[config.mk]
export PLATFORM = sky130hd
export DESIGN_NAME = pse_cell
export DESIGN_NICKNAME = d
export VERILOG_FILES = /design/src/hdl/pse_pkg.sv /design/src/hdl/pse_cell.sv
export SDC_FILE = /design/constraint.sdc
export NUM_CORES = 1
export LEC_CHECK = 0
export ABC_AREA = 1
export BUFFER_PORTS_ARGS = -buffer_cell sky130_fd_sc_hd__buf_2
export CAP_MARGIN = 0
export CORE_ASPECT_RATIO = 0.75
export CORE_MARGIN = 2
export CORE_UTILIZATION = 25
export DETAILED_ROUTE_END_ITERATION = 10
export GPL_ROUTABILITY_DRIVEN = 1
export MAX_ROUTING_LAYER = met4
export PLACE_DENSITY = 0.63
export SLEW_MARGIN = 20
export SYNTH_ARGS = -nofsm -noshare
export SYNTH_HDL_FRONTEND = slang
export SYNTH_SLANG_ARGS = --single-unit
[constraint.sdc]
create_clock -name clk -period 1.6 [get_ports clk]
set_input_delay 0.32 -clock clk [delete_from_list [all_inputs] [get_ports clk]]
set_output_delay 0.32 -clock clk [all_outputs]
set_load 0.01 [all_outputs]
[src/hdl/pse_pkg.sv]
// shared types, sizes and codes for the postfix stack evaluator
package pse_pkg;

	localparam int STACK_DEPTH = 64;
	localparam int FRAC_BITS   = 16;
	localparam int WORD_W      = 32;
	localparam int COUNT_W     = $clog2(STACK_DEPTH + 1);
	localparam int NUM_W       = WORD_W + FRAC_BITS;
	localparam int STEP_W      = (NUM_W > 1) ? $clog2(NUM_W) : 1;
	localparam int MAG_W       = 2 * WORD_W;

	typedef logic [WORD_W-1:0]  word_t;
	typedef logic [COUNT_W-1:0] count_t;

	typedef enum logic [2:0] {
		OP_PUSH = 3'd0,
		OP_ADD  = 3'd1,
		OP_SUB  = 3'd2,
		OP_MUL  = 3'd3,
		OP_DIV  = 3'd4,
		OP_END  = 3'd5
	} opcode_t;

	typedef enum logic [2:0] {
		ST_OK        = 3'd0,
		ST_UNDERFLOW = 3'd1,
		ST_DIVZERO   = 3'd2,
		ST_BADOP     = 3'd3,
		ST_OVERFLOW  = 3'd4,
		ST_LEFTOVER  = 3'd5
	} status_t;

	typedef enum logic [1:0] {
		T_IDLE,
		T_WAIT
	} top_state_t;

	typedef enum logic [1:0] {
		A_IDLE,
		A_MUL,
		A_DIV,
		A_SAT
	} alu_state_t;

	// shift control shared by every stack cell
	typedef struct packed {
		logic push;
		logic pop;
	} cell_ctrl_t;

	function automatic word_t magnitude(word_t u);
		return u[WORD_W-1] ? word_t'(~u + word_t'(1)) : u;
	endfunction

endpackage

[src/hdl/pse_cell.sv]
// one stack entry: takes the entry above on push, the entry below on pop
module pse_cell (
	input  logic                clk,
	input  pse_pkg::cell_ctrl_t ctrl,
	input  pse_pkg::word_t      above,
	input  pse_pkg::word_t      below,
	output pse_pkg::word_t      data
);

	pse_pkg::word_t data_q;

	always_ff @(posedge clk) begin
		if (ctrl.push) begin
			data_q <= above;
		end else if (ctrl.pop) begin
			data_q <= below;
		end
	end

	assign data = data_q;

endmodule

== After elaboration in Yosys (flattened, before gate mapping) ==
Index checks and enable logic that the tools add are counted.
Cells by class
  multiplexer cells: 2
  reduce and logical (&&, ||, !) cells: 1
Operators with widths (count)
  two-way mux 32 bit: 2
  nonzero test 2 bit: 1
Storage, ports and cells
  bits in registers: 32
  input port bits: 67
  word-level logic and storage cells: 4

== Depth between registers and ports, before layout ==
Gate-level depths: netlist (run 1).
  word-level depth: 2
  mapped depth: 5
  gate-level depth less buffers: 3

== Least setup slack after synthesis (run 1) ==
Ideal clock, no wire load.
  path kind: input port to flip-flop
  start point: input ctrl[1] in the netlist's numbering
  end point: register data_q[0] (netlist: data[0]) (enable)
  library setup time: 0.329 ns
  data arrival time: 0.951 ns
  required time: 1.271 ns
  path slack: 0.320 ns
  cell stages on the path: 2
  buffers on the path: 1
  path through: buf_6 -> or2_2
Between the ends
  longest elaborated chain between the ends: 1
Ends and longest elaborated chain
  start, declared: line pse_cell.sv:4  | input pse_pkg::cell_ctrl_t ctrl,
  nonzero test 2 bit (no line)
  end signal, assigned: line pse_cell.sv:14  | data_q <= above;
  end signal, assigned: line pse_cell.sv:16  | data_q <= below;
  end, declared: line pse_cell.sv:10  | pse_pkg::word_t data_q;
No other way between the ends.
A chain may end at the register's enable or synchronous reset.

== Final worst setup path (run 1) ==
  start point: register data_q[19] (netlist: data[19])
  end point: output data[19]
RTL lines
  end, declared: line pse_cell.sv:7  | output pse_pkg::word_t data
No word-level cell between the ends.

==> results of run 1 <==
[routing by layer]
layer / share of wire, % / wire [µm] / vias to the layer above
met5: 0 / 0 / -
li1: - / - / 634
met2: 45 / 1440 / 66
met1: 44 / 1390 / 500
met3: 11 / 351 / 2
met4: 0.34 / 11 / 0
[path summary, 6_finish.rpt]
kind	from	to	slack, ps
max	data[19]	data[19]	480
min	below[20]	data[20]	310
[layout by cell type (no fill, tap or decap)]
master | Yosys | routed
inv_4 | 1 | 1
clkinv_1 | 0 | 1
or2_2 | 1 | 1
buf_4 | 3 | 1
clkbuf_8 | 0 | 5
nand2_1 | 96 | 96
clkbuf_1 | 0 | 2
buf_2 | 0 | 98
edfxtp_1 | 32 | 32
[final cells by class]
type	instances	area, µm²	share of cell area [%]
Clock buffer	7	76.3	3.81
Clock inverter	1	3.75	0.187
Timing Repair Buffer	99	498	24.8
Tap cell	75	93.8	4.68
Sequential cell	32	961	47.9
Inverter	1	6.26	0.312
Multi-Input combinational cell	97	367	18.3
[through the flow]
stage	instances	area [µm²]	power [mW]	setup WS, ps	utilization, %
after detailed placement	304	1930	1.40	163	35.8
after floorplan	137	1400	1.22	320	-
after CTS	312	2010	1.98	459	37.3
after global routing	312	2010	2.05	378	37.3
after global placement	304	1930	1.39	192	35.8
final	312	2010	1.94	481	37.3
[cells by family after synthesis]
| family | synth area share (%) |
|---|---|
| DFF | 68.6 |
| buffers and inverters | 5.27 |
| and+or+nand+nor | 26.2 |
[power groups by stage]
stage          logic (mW)  clock network [mW]  registers (mW)
3_5_place_dp        0.324                   0            1.07
5_1_grt             0.362               0.627            1.06
4_1_cts             0.325               0.603            1.05
2_1_floorplan      0.0996                   0            1.12
6_report            0.317               0.572            1.05
3_3_place_gp        0.322                   0            1.07
==> flow_summary.toml, run 1 <==
[worst_setup_path]
critPathKind = "reg2out"
startpoint_type = "flip-flop"
max_stage_delay_ps = 380
cp.depth = 1
cp_top_family = "flip-flops"
critPathCaptureType = "primary output"
worst-path-buf-inv = 1
path_cells = "buf_2"
crit_path_max_fanout = 1
critical_path_required_ps = 1280
crit_arrival_ps = 800
cpMaxStageDelayCell = "edfxtp_1"

[synth]
synth-main-ff-cell = "edfxtp_1"
syn_area_um2 = 1400
synth_top_area_share_pct = 68.6
synthesis.nets = 204
synthTopCellsByArea = "edfxtp_1, nand2_1, buf_6"
synth_most_common_cell = "nand2_1"
syn_inst = 137
synth.largest_area_cell = "edfxtp_1"
yosys_warnings = 0
synth-seq-cells = 32
ys_async_sr_fraction_pct = 0
synth-edff-count = 32
synth_common_cells = "nand2_1, edfxtp_1, buf_6"
synth.avg_cell_area_um2 = 10.2
synth_seq_area_share_pct = 68.6
synth.distinct_cells = 6

[run]
max_cap_violations = 0

[grt]
grt.met2_usage_pct = 18.1
grt_max_degree = 34
grt.total_usage_pct = 10.9
grt_overflow = 0
antenna_found_initial = 0
use_met3_pct = 4.78
grt_pass1_wl_um = 5040
grt_pass1_vias = 1108
use_met1_pct = 12.2
grt_busiest_layer = "met2"

[die]
fp-row-count = 23
coreArea_um2 = 5380
die_w_um = 90.5
initial_utilization_pct = 26.0
ios = 99
fp.dieH_um = 68.8
dieArea_um2 = 6230

[min_path]
whs_path_depth = 3
hold_class = "in2reg"

[power]
leakage_nw = 1.05
p_switching_uw = 464
power_density_nw_per_um2 = 968
combPwrFrac_pct = 16.4
seq_power_share_pct = 54.2
clockPowerShare_pct = 29.5
irDropWorstVdd_mv = 0.401
intPower_mw = 1.48
switching_share_pct = 23.9

[cts]
cts_tree = "yes"
cts_resized = 0
ctsHoldBuffers = 0
clockRootBuffer = "clkbuf_8"
htreeDepth = 2
cts.path.max_buffers = 2
cts_made_buffers = 5
post_cts_buffers = 0
clock_sinks = 32
path_clk_slew_ps = 60

[timing]
hold_ws_ps = 310
rsz0062_at_grt = "no"
tightest_slew_ps = 751
max_slew_margin_pct = 49.9
min_period_over_period_pct = 69.9
drv_slew = 0
fin_crit_ps = 1120
tns_ps = 0
finalHoldViolations = 0
final-setup-viol-count = 0
fmax_mhz = 894

[drt]
wl_per_cell_um = 10.2
via_per_inst = 3.85
ant_nets = 0
drt_pass1_iterations = 4
vias = 1202
routed_wl_um = 3200
drt-initial-drc-count = 36
drc = 0

[placement]
gp_congestion = 0.666
dp_hpwl_um = 2330
portBuffers = 98

[final_layout]
finalNetCount = 303
fillers = 575
area_delta_synth_final_pct = 43.1
largest_reg_flops = 32
antenna_cells = 0
drive_above_1_share_pct = 44.7

[status]
outcome = "complete, no violations"
No activity file was read; power rests on OpenSTA's default activity.
==> inputs of run 2 (changes only) <==
--- a/config.mk
+++ b/config.mk
@@ -14,7 +14,7 @@
 export DETAILED_ROUTE_END_ITERATION = 10
 export GPL_ROUTABILITY_DRIVEN = 1
 export MAX_ROUTING_LAYER = met4
-export PLACE_DENSITY = 0.63
+export PLACE_DENSITY = 0.65
 export SLEW_MARGIN = 20
 export SYNTH_ARGS = -nofsm -noshare
 export SYNTH_HDL_FRONTEND = slang
==> constraint.sdc (replaced) <==
create_clock -name clk -period 1 [get_ports clk]
set_input_delay 0.2 -clock clk [delete_from_list [all_inputs] [get_ports clk]]
set_output_delay 0.2 -clock clk [all_outputs]
set_load 0.01 [all_outputs]
==> run 2 against run 1 <==
Sequential share of layout area decreased by 0.53 points. Setup slack worse by 480 ps. Clock power rose by 63%. Critical path depth is the same. Flip-flop and latch count unchanged. Via count up 5.5%. Utilization up 0.42 points. Clock-buffer cell count stayed put. Critical path type unchanged.
==> flow_summary.toml, run 2 (synthesized netlist as in run 1, its figures left out) <==
[cts]
htreeDepth = 2
clock_sinks = 32
cts_tree = "yes"
cts.path.max_buffers = 2
clockRootBuffer = "clkbuf_8"
post_cts_buffers = 0
path_clk_slew_ps = 60
cts_made_buffers = 5
cts_resized = 0
ctsHoldBuffers = 0

[drt]
via_per_inst = 4.05
routed_wl_um = 3350
drt-initial-drc-count = 49
drc = 0
ant_nets = 0
drt_pass1_iterations = 4
vias = 1268
wl_per_cell_um = 10.7

[status]
outcome = "complete, no violations"

[final_layout]
drive_above_1_share_pct = 45.0
seq_area_um2 = 961
fillers = 572
finalNetCount = 304
final_cell_mix = "buf_2, nand2_1, edfxtp_1, clkbuf_8, clkbuf_1"
final_common_cell = "buf_2"
area_delta_synth_final_pct = 44.7
multi_input_area_um2 = 369
antenna_cells = 0
largest_reg_flops = 32

[placement]
gp_congestion = 0.642
dp_hpwl_um = 2450
portBuffers = 98

[die]
coreArea_um2 = 5380
die_w_um = 90.5
ios = 99
fp.dieH_um = 68.8
dieArea_um2 = 6230
initial_utilization_pct = 26.0
fp-row-count = 23

[worst_setup_path]
critPathCaptureType = "primary output"
cp_top_family = "flip-flops"
critical_path_required_ps = 800
path_cells = "buf_2"
max_stage_delay_ps = 380
crit_arrival_ps = 800
cpMaxStageDelayCell = "edfxtp_1"
startpoint_type = "flip-flop"
crit_path_max_fanout = 1
critPathKind = "reg2out"
worst-path-buf-inv = 1

[power]
power_density_nw_per_um2 = 1550
irDropWorstVdd_mv = 0.633
leakage_nw = 1.06

[grt]
grt_pass1_vias = 1203
grt_overflow = 0
grt_max_degree = 33
grt_pass1_wl_um = 5420
antenna_found_initial = 0
grt.total_usage_pct = 11.6

[timing]
rsz0062_at_grt = "yes"
drv_slew = 0
final-setup-viol-count = 0
finalHoldViolations = 0
tns_ps = 0
max_slew_margin_pct = 70.1
tightest_slew_ps = 448
fin_crit_ps = 998
hold_ws_ps = 186
min_period_over_period_pct = 99.8
fmax_mhz = 1000

[min_path]
hold_class = "in2reg"

[run]
max_cap_violations = 0
[run 2: changes by cell type in the layout (fill, tap and decap cells not counted)]
cell    delta
buf_12     +1
or2_4      +1
or2_2      -1
[run 2: power breakdown]
| part | switching, mW | internal [mW] | total [mW] | leakage [nW] |
|---|---|---|---|---|
| sequential | 0.0333 | 1.65 | 1.68 | 0.330 |
| clock | 0.448 | 0.484 | 0.932 | 0.0399 |
| combinational | 0.281 | 0.241 | 0.522 | 0.692 |
[run 2: metrics by stage]
step	power [mW]	worst slack [ps]	cells	area (µm²)	utilization, %
6_report	3.14	1.70	313	2030	37.7
3_3_place_gp	2.23	-86.4	305	1950	36.2
3_5_place_dp	2.24	-108	305	1950	36.2
2_1_floorplan	1.96	31.1	137	1400	-
5_1_grt	3.31	-48.4	313	2030	37.7
4_1_cts	3.19	-26.3	313	2030	37.7
[run 2: area by class of cell]
cell class                 count  area share (%)
inverter                       1           0.308
clock inverter                 1           0.185
tap                           75            4.63
sequential                    32            47.4
clock buffer                   7            3.76
multi-input combinational     97            18.2
timing repair buffer         100            25.5
[run 2: path summary, 6_finish.rpt]
check | start | to | slack, ps | depth (start not counted)
setup / recovery | data[29] | data[29] | 2 | 1
hold / removal | below[23] | data[23] | 190 | 3
[run 2: per-layer routing]
metal / track usage, % / vias up / share of wire, %
met2: 19.9 / 73 / 45
met1: 12.9 / 553 / 44
met3: 4.24 / 5 / 10
li1: - / 637 / -
met5: - / - / 0
met4: 4.04 / 0 / 0.81
