$ cat config.mk
export PLATFORM = sky130hd
export DESIGN_NAME = pse_alu
export DESIGN_NICKNAME = d
export VERILOG_FILES = /design/src/hdl/pse_pkg.sv /design/src/hdl/pse_alu.sv
export SDC_FILE = /design/constraint.sdc
export NUM_CORES = 2
export LEC_CHECK = 0
export BUFFER_PORTS_ARGS = -buffer_cell sky130_fd_sc_hd__buf_4
export CORE_ASPECT_RATIO = 1.2
export CORE_MARGIN = 10
export CORE_UTILIZATION = 61
export DETAILED_ROUTE_END_ITERATION = 16
export PLACE_DENSITY = 0.78
export RECOVER_POWER = 50
export SYNTH_ARGS = -nofsm -noshare
export SYNTH_HDL_FRONTEND = slang
export SYNTH_SLANG_ARGS = --single-unit
$ cat constraint.sdc
create_clock -name clk -period 10.8 [get_ports clk]
set_input_delay 1.62 -clock clk [delete_from_list [all_inputs] [get_ports clk]]
set_output_delay 1.62 -clock clk [all_outputs]
set_load 0.1 [all_outputs]
$ cat src/hdl/pse_pkg.sv
// shared types, sizes and codes for the postfix stack evaluator
package pse_pkg;

	localparam int STACK_DEPTH = 64;
	localparam int FRAC_BITS   = 16;
	localparam int WORD_W      = 32;
	localparam int COUNT_W     = $clog2(STACK_DEPTH + 1);
	localparam int NUM_W       = WORD_W + FRAC_BITS;
	localparam int STEP_W      = (NUM_W > 1) ? $clog2(NUM_W) : 1;
	localparam int MAG_W       = 2 * WORD_W;

	typedef logic [WORD_W-1:0]  word_t;
	typedef logic [COUNT_W-1:0] count_t;

	typedef enum logic [2:0] {
		OP_PUSH = 3'd0,
		OP_ADD  = 3'd1,
		OP_SUB  = 3'd2,
		OP_MUL  = 3'd3,
		OP_DIV  = 3'd4,
		OP_END  = 3'd5
	} opcode_t;

	typedef enum logic [2:0] {
		ST_OK        = 3'd0,
		ST_UNDERFLOW = 3'd1,
		ST_DIVZERO   = 3'd2,
		ST_BADOP     = 3'd3,
		ST_OVERFLOW  = 3'd4,
		ST_LEFTOVER  = 3'd5
	} status_t;

	typedef enum logic [1:0] {
		T_IDLE,
		T_WAIT
	} top_state_t;

	typedef enum logic [1:0] {
		A_IDLE,
		A_MUL,
		A_DIV,
		A_SAT
	} alu_state_t;

	// shift control shared by every stack cell
	typedef struct packed {
		logic push;
		logic pop;
	} cell_ctrl_t;

	function automatic word_t magnitude(word_t u);
		return u[WORD_W-1] ? word_t'(~u + word_t'(1)) : u;
	endfunction

endpackage

$ cat src/hdl/pse_alu.sv
// shared multiply / restoring divide unit with saturation, q16.16 style fixed point
module pse_alu (
	input  logic           clk,
	input  logic           arst_n,
	input  logic           start,
	input  logic           is_div,
	input  pse_pkg::word_t left,
	input  pse_pkg::word_t right,
	output logic           done,
	output pse_pkg::word_t result
);

	pse_pkg::alu_state_t state_q, state_d;

	pse_pkg::word_t               mag_a_q, mag_b_q, rem_q;
	logic                         neg_q;
	logic [pse_pkg::NUM_W-1:0]    num_q;
	logic [pse_pkg::STEP_W-1:0]   step_q;
	logic [pse_pkg::MAG_W-1:0]    mag_q;
	logic [pse_pkg::MAG_W-1:0]    prod;
	logic [pse_pkg::WORD_W:0]     trial;
	logic                         ge;
	logic [pse_pkg::NUM_W-1:0]    num_next;
	pse_pkg::word_t               rem_next;

	assign prod     = pse_pkg::MAG_W'(mag_a_q) * pse_pkg::MAG_W'(mag_b_q);
	// one quotient bit per cycle
	assign trial    = {rem_q, num_q[pse_pkg::NUM_W-1]};
	assign ge       = trial >= {1'b0, mag_b_q};
	assign rem_next = ge ? pse_pkg::WORD_W'(trial - {1'b0, mag_b_q})
	                     : pse_pkg::WORD_W'(trial);
	assign num_next = {num_q[pse_pkg::NUM_W-2:0], ge};

	always_ff @(posedge clk or negedge arst_n) begin
		if (!arst_n) begin
			state_q <= pse_pkg::A_IDLE;
		end else begin
			state_q <= state_d;
		end
	end

	always_comb begin
		state_d = state_q;
		done    = 1'b0;
		case (state_q)
			pse_pkg::A_IDLE: begin
				if (start) begin
					state_d = is_div ? pse_pkg::A_DIV : pse_pkg::A_MUL;
				end
			end
			pse_pkg::A_MUL: state_d = pse_pkg::A_SAT;
			pse_pkg::A_DIV: begin
				if (step_q == '0) begin
					state_d = pse_pkg::A_SAT;
				end
			end
			pse_pkg::A_SAT: begin
				done    = 1'b1;
				state_d = pse_pkg::A_IDLE;
			end
			default: state_d = pse_pkg::A_IDLE;
		endcase
	end

	always_ff @(posedge clk) begin
		case (state_q)
			pse_pkg::A_IDLE: begin
				if (start) begin
					mag_a_q <= pse_pkg::magnitude(left);
					mag_b_q <= pse_pkg::magnitude(right);
					neg_q   <= left[pse_pkg::WORD_W-1] ^ right[pse_pkg::WORD_W-1];
					rem_q   <= '0;
					num_q   <= pse_pkg::NUM_W'(pse_pkg::magnitude(left)) << pse_pkg::FRAC_BITS;
					step_q  <= pse_pkg::STEP_W'(pse_pkg::NUM_W - 1);
				end
			end
			pse_pkg::A_MUL: begin
				mag_q <= prod >> pse_pkg::FRAC_BITS;
			end
			pse_pkg::A_DIV: begin
				rem_q  <= rem_next;
				num_q  <= num_next;
				step_q <= step_q - pse_pkg::STEP_W'(1);
				if (step_q == '0) begin
					mag_q <= pse_pkg::MAG_W'(num_next);
				end
			end
			default: begin
			end
		endcase
	end

	// sign and saturate to the 32-bit range
	always_comb begin
		if (neg_q) begin
			if (mag_q >= pse_pkg::MAG_W'(64'h8000_0000)) begin
				result = 32'h8000_0000;
			end else begin
				result = pse_pkg::word_t'(~mag_q[pse_pkg::WORD_W-1:0] + pse_pkg::word_t'(1));
			end
		end else begin
			if (mag_q > pse_pkg::MAG_W'(64'h7FFF_FFFF)) begin
				result = 32'h7FFF_FFFF;
			end else begin
				result = mag_q[pse_pkg::WORD_W-1:0];
			end
		end
	end

endmodule

Yosys cells after proc, flatten, opt, wreduce, memory -nomap -nowiden
Cells that the tools add are included.
- register bits after elaboration: 217
- output and inout port bits: 33
- word-level logic and storage cells: 54
- add/sub/neg operators: 5
- multiply operators: 1
- $lt $le $gt $ge: 3
- eq/ne operators: 5
- muxes and demuxes: 19
- bitwise logic cells: 4
- reduce and logical (&&, ||, !) cells: 8
- operator list (cell ; count):
    32-bit 2-to-1 mux ; 6
    64-bit one-hot mux with 2 select lines ; 1
    32-bit by 1-bit adder with 32-bit output (second input constant) ; 3
    32-bit inverter ; 3
    48-bit one-hot mux with 2 select lines ; 1
    64-bit by 32-bit >= comparator with 1-bit output (second input constant) ; 1
    64-bit by 31-bit > comparator with 1-bit output (second input constant) ; 1
    32-bit by 32-bit multiplier with 64-bit output ; 1
    64-bit 2-to-1 mux ; 1
    32-bit one-hot mux with 2 select lines ; 1
    48-bit 2-to-1 mux ; 1
    33-bit by 32-bit >= comparator with 1-bit output ; 1
    32-bit subtractor ; 1
    31-bit 2-to-1 mux ; 1
    6-bit one-hot mux with 2 select lines ; 1
    2-bit one-hot mux with 4 select lines ; 1
    2-bit AND reduction ; 4
    6-bit zero test ; 1
    2-bit 2-to-1 mux ; 3
    6-bit 2-to-1 mux ; 1
    6-bit by 1-bit subtractor with 6-bit output (second input constant) ; 1
    2-bit == test (second input constant) ; 2
    2-bit != test (second input constant) ; 2
    2-bit nonzero test ; 2
    4 further kinds ; 4

Depth between registers and ports, before layout
- word-level depth: 5
- depth in mapped cells: 29
- gate-level depth less buffers: 28

Least setup slack after synthesis
Ideal clock, no wire load.
- kind: register to register
- start point: reg mag_b_q[2]
- end point: reg mag_q[41] in the netlist's numbering, data pin
- arrival: 7.282 ns
- slack: 3.253 ns
- cell stages (with the launch flop): 28
- buffers on the path: 1
- clock period less this slack: 7.547 ns
- cells stage by stage: edfxtp_1 clkbuf_1 and2_1 fa_1 inv_1 fa_1 fa_1 fa_1 inv_1 fa_1 inv_1 fa_1 inv_1 fa_1 inv_1 fa_1 inv_1 ha_1 o21ai_0 a21oi_1 a221o_1 a21oi_1 a211oi_1 o211ai_1 a21oi_1 a211oi_1 xor2_1 o21ai_1
- cells in the longest elaborated chain, start to end: 2
- RTL lines (element ; RTL line ; text):
    from (decl) ; pse_alu.sv:15 ; pse_pkg::word_t mag_a_q, mag_b_q, rem_q;
    from (signal assigned) ; pse_alu.sv:70 ; mag_b_q <= pse_pkg::magnitude(right);
    32-bit by 32-bit multiplier with 64-bit output ; pse_alu.sv:26 ; assign prod = pse_pkg::MAG_W'(mag_a_q) * pse_pkg::MAG_W'(mag_b_q);
    64-bit one-hot mux with 2 select lines ; pse_alu.sv:66 ; case (state_q)
    to (signal assigned) ; pse_alu.sv:78 ; mag_q <= prod >> pse_pkg::FRAC_BITS;
    to (signal assigned) ; pse_alu.sv:85 ; mag_q <= pse_pkg::MAG_W'(num_next);
    to (decl) ; pse_alu.sv:19 ; logic [pse_pkg::MAG_W-1:0] mag_q;
No other way between the ends.
A chain may end at the register's enable or synchronous reset.

Worst setup path in the final report
- start point: reg mag_b_q[7]
- end point: reg mag_q[35] in the netlist's numbering, data pin
Same word-level chain as after synthesis.

==> impl_metrics.toml <==
[clock_tree]
clockBufferDepth = 3
cts.repair.resized = 0
ctsHoldBuffers = 0
cts_tree = "yes"
worstSkewPairLatency_ns = 0.57
clkTransAtPathRegs_ns = 0.08
cts_num_sinks = 201
cts_buffers = 22
clock-root-buffer = "clkbuf_16"
h-tree-depth = 1
cts_setup_buffers = 0

[placement]
post-dp-hpwl_mm = 94.27
io_buffers = 100
place.gp.congestion = 0.9729
dp_cells = 5537

[drt]
route.detailed.drc = 0
wirelength_mm = 123.2
drt.antenna.violating_nets = 0
viasPerCell = 5.931
wl_met1_mm = 41.33
drt-pass1-iter-count = 7
drt_iter0_drc = 2276
route.met2.wl_mm = 61.86
wl_per_cell_um = 22.08
wl_met3_mm = 8.749
top_layer = "met5"
via_count = 33090

[timing]
final-max-slew-violation-count = 404
clock.fmax_mhz = 111.1
fin_tns_setup_ns = 0
slew_headroom_pct = -189.2
setup_viol = 0
hold_violations = 0
rsz0062_at_grt = "no"
tightest_slew_ns = 4.338
fin_crit_ns = 9.001
fin_skew_ns = 0.02859
finalCritPeriodShare_pct = 83.35

[global_route]
grt_first_pass_wirelength_mm = 197.3
grt_pass1_vias = 36290
grt_max_degree = 96
grt_antenna_before_repair = 3
globalRouteOverflowTotal = 0
grt_use_total_pct = 30.50

[floorplanning]
die_x_um = 265.9
die_y_um = 315.1
num_io_pins = 101
die_area_mm2 = 0.08380
core_area_mm2 = 0.07216
placementRows = 108
initial_core_util_pct = 61.36

[setup_path]
critPathSlowestCell = "edfxtp_1"
cpMostUsedCell = "fa_1"
arrival_ns = 9.17
crit_path_start_kind = "flop"
required_ns = 10.97
worst-path-max-fanout = 33
path_class = "reg2reg"
end_kind = "flop"
cpPeakStageDelay_ns = 1.17

[run_status]
run_status = "finished, violations left"
violations = "max-capacitance violations, max-slew violations"

[logic_synthesis]
synth-seq-area-share_pct = 13.61
synth_edf_count = 199
synth_seq_cells = 201
synth_area_mm2 = 0.04427
ys_warn_count = 0
synth_top_area_cell = "fa_1"
synthCells = 4676
ys_types = 75
avgSynthCellArea_um2 = 9.468
synthArstFlopShare_pct = 0.9950
synth_top_area_share_pct = 40.51
synth_nets = 5940
synth_ff_type = "edfxtp_1"
synth.area.top_cells = "fa_1, edfxtp_1, and2_1"

[run]
maxCapViolations = 6

[min_path]
hp-class = "reg2reg"

[final_layout]
fin_nets = 5890
stdcell_count = 5579
fillCellCount = 5813
drive_above_1_share_pct = 5.085
area_growth_pct = 5.104
==> flip-flops by register name, summed over array words and instances, names as in the netlist <==
name	flops
mag_a_q	32
step_q	6
rem_q	32
mag_b_q	32
mag_q	48
neg_q	1
num_q	48
state_q	2
==> worst max-delay path, delay by kind of cell (launching register included) <==
family / cells / cell delay, ns
DFF: 1 / 1.17
xor gates and xnor gates: 1 / 0.19
buffers and inverters: 6 / 0.32
AOI/OAI and AO/OA: 8 / 2.12
and+or+nand+nor: 2 / 0.43
adders and majority gates: 9 / 4.36
==> cell type report <==
| class | instances | area [um^2] | area share, % |
|---|---|---|---|
| antenna | 3 | 7.507 | 0.01613 |
| clock buffer | 26 | 565.5 | 1.215 |
| clock inverter | 13 | 195.2 | 0.4195 |
| inverter | 948 | 3558 | 7.647 |
| multi-input combinational | 3281 | 33770 | 72.57 |
| sequential | 201 | 6026 | 12.95 |
| tap | 935 | 1170 | 2.514 |
| timing repair buffer | 172 | 1244 | 2.673 |
==> placed cells by master, fill, tap and decap left out, types with 55 or more instances in the layout <==
| master | count |
|---|---|
| a21o_1 | 55 |
| a21oi_1 | 82 |
| and2_1 | 596 |
| buf_4 | 159 |
| edfxtp_1 | 199 |
| fa_1 | 896 |
| ha_1 | 300 |
| inv_1 | 947 |
| nand2_1 | 578 |
| nor2_1 | 91 |
| o21ai_0 | 106 |
| xnor2_1 | 97 |
==> layer usage <==
| layer | vias up | track usage (%) |
|---|---|---|
| met1 | 16770 | 33.03 |
| met5 | - | 0 |
| met3 | 558 | 4.856 |
| met2 | 1517 | 53.29 |
| met4 | 4 | 23.07 |
| li1 | 14240 | - |
==> cells by family (layout without fill, tap and decap cells) <==
| group | count (synthesis) | in the layout | share of synthesized area, % |
|---|---|---|---|
| flops | 201 | 201 | 13.61 |
| simple gates | 1464 | 1464 | 16.91 |
| other cells | 0 | 3 | 0 |
| buf+inv | 1194 | 1159 | 10.13 |
| fa+ha+maj | 1196 | 1196 | 48.99 |
| xor+xnor | 134 | 134 | 2.651 |
| mux | 49 | 49 | 1.184 |
| compound gates | 438 | 438 | 6.520 |
==> final timing paths <==
| path | from | endpoint | slack [ns] | cells after the start |
|---|---|---|---|---|
| max | mag_b_q[7]$_DFFE_PP_ | mag_q[35]$_DFFE_PP_ | 1.80 | 26 |
| min | num_q[45]$_DFFE_PP_ | num_q[46]$_DFFE_PP_ | 0.56 | 2 |
| max reg2reg | mag_b_q[7]$_DFFE_PP_ | mag_q[35]$_DFFE_PP_ | 1.80 | 26 |
| min reg2reg | num_q[45]$_DFFE_PP_ | num_q[46]$_DFFE_PP_ | 0.56 | 2 |
| max in group asynchronous | arst_n | state_q[1]$_DFFE_PN0P_ | 9.81 | 1 |
| min in group asynchronous | arst_n | state_q[0]$_DFFE_PN0P_ | 0.85 | 1 |
==> synthesized netlist by cell type (5+ instances only) <==
cell	count
mux2_2	27
a211oi_1	15
o31ai_1	24
ha_1	300
mux2i_1	22
a221o_1	12
o21ai_0	106
inv_1	947
o311ai_0	15
xnor2_1	97
o211ai_1	11
nand2_1	578
nor3_1	28
and4_1	5
a221oi_1	6
fa_1	896
o21bai_1	16
clkbuf_1	238
o21ai_1	15
and2_1	613
or3_1	23
nor2b_1	8
a21o_1	55
buf_1	5
or4_1	13
xor2_1	37
a21oi_1	82
nand3_1	31
edfxtp_1	199
and3_1	12
nand2b_1	12
nand4_1	17
nor2_1	91
nor4_1	12
a31oi_1	22
o41ai_1	13
o21a_1	10
==> through the flow <==
step	utilization, %	instance area (um^2)	setup WS, ns	hold WS, ns
final	64.49	46530	1.799	0.5625
after global routing	64.48	46530	1.443	0.5861
after CTS	64.56	46590	2.038	0.5534
after detailed placement	63.51	45830	2.097	0.5385
after global placement	63.51	45830	2.198	0.5260
after floorplan	-	44270	3.253	0.5036
Power is not shown: default switching activity piles up to over one toggle a cycle in this logic, so the estimate is an artifact.
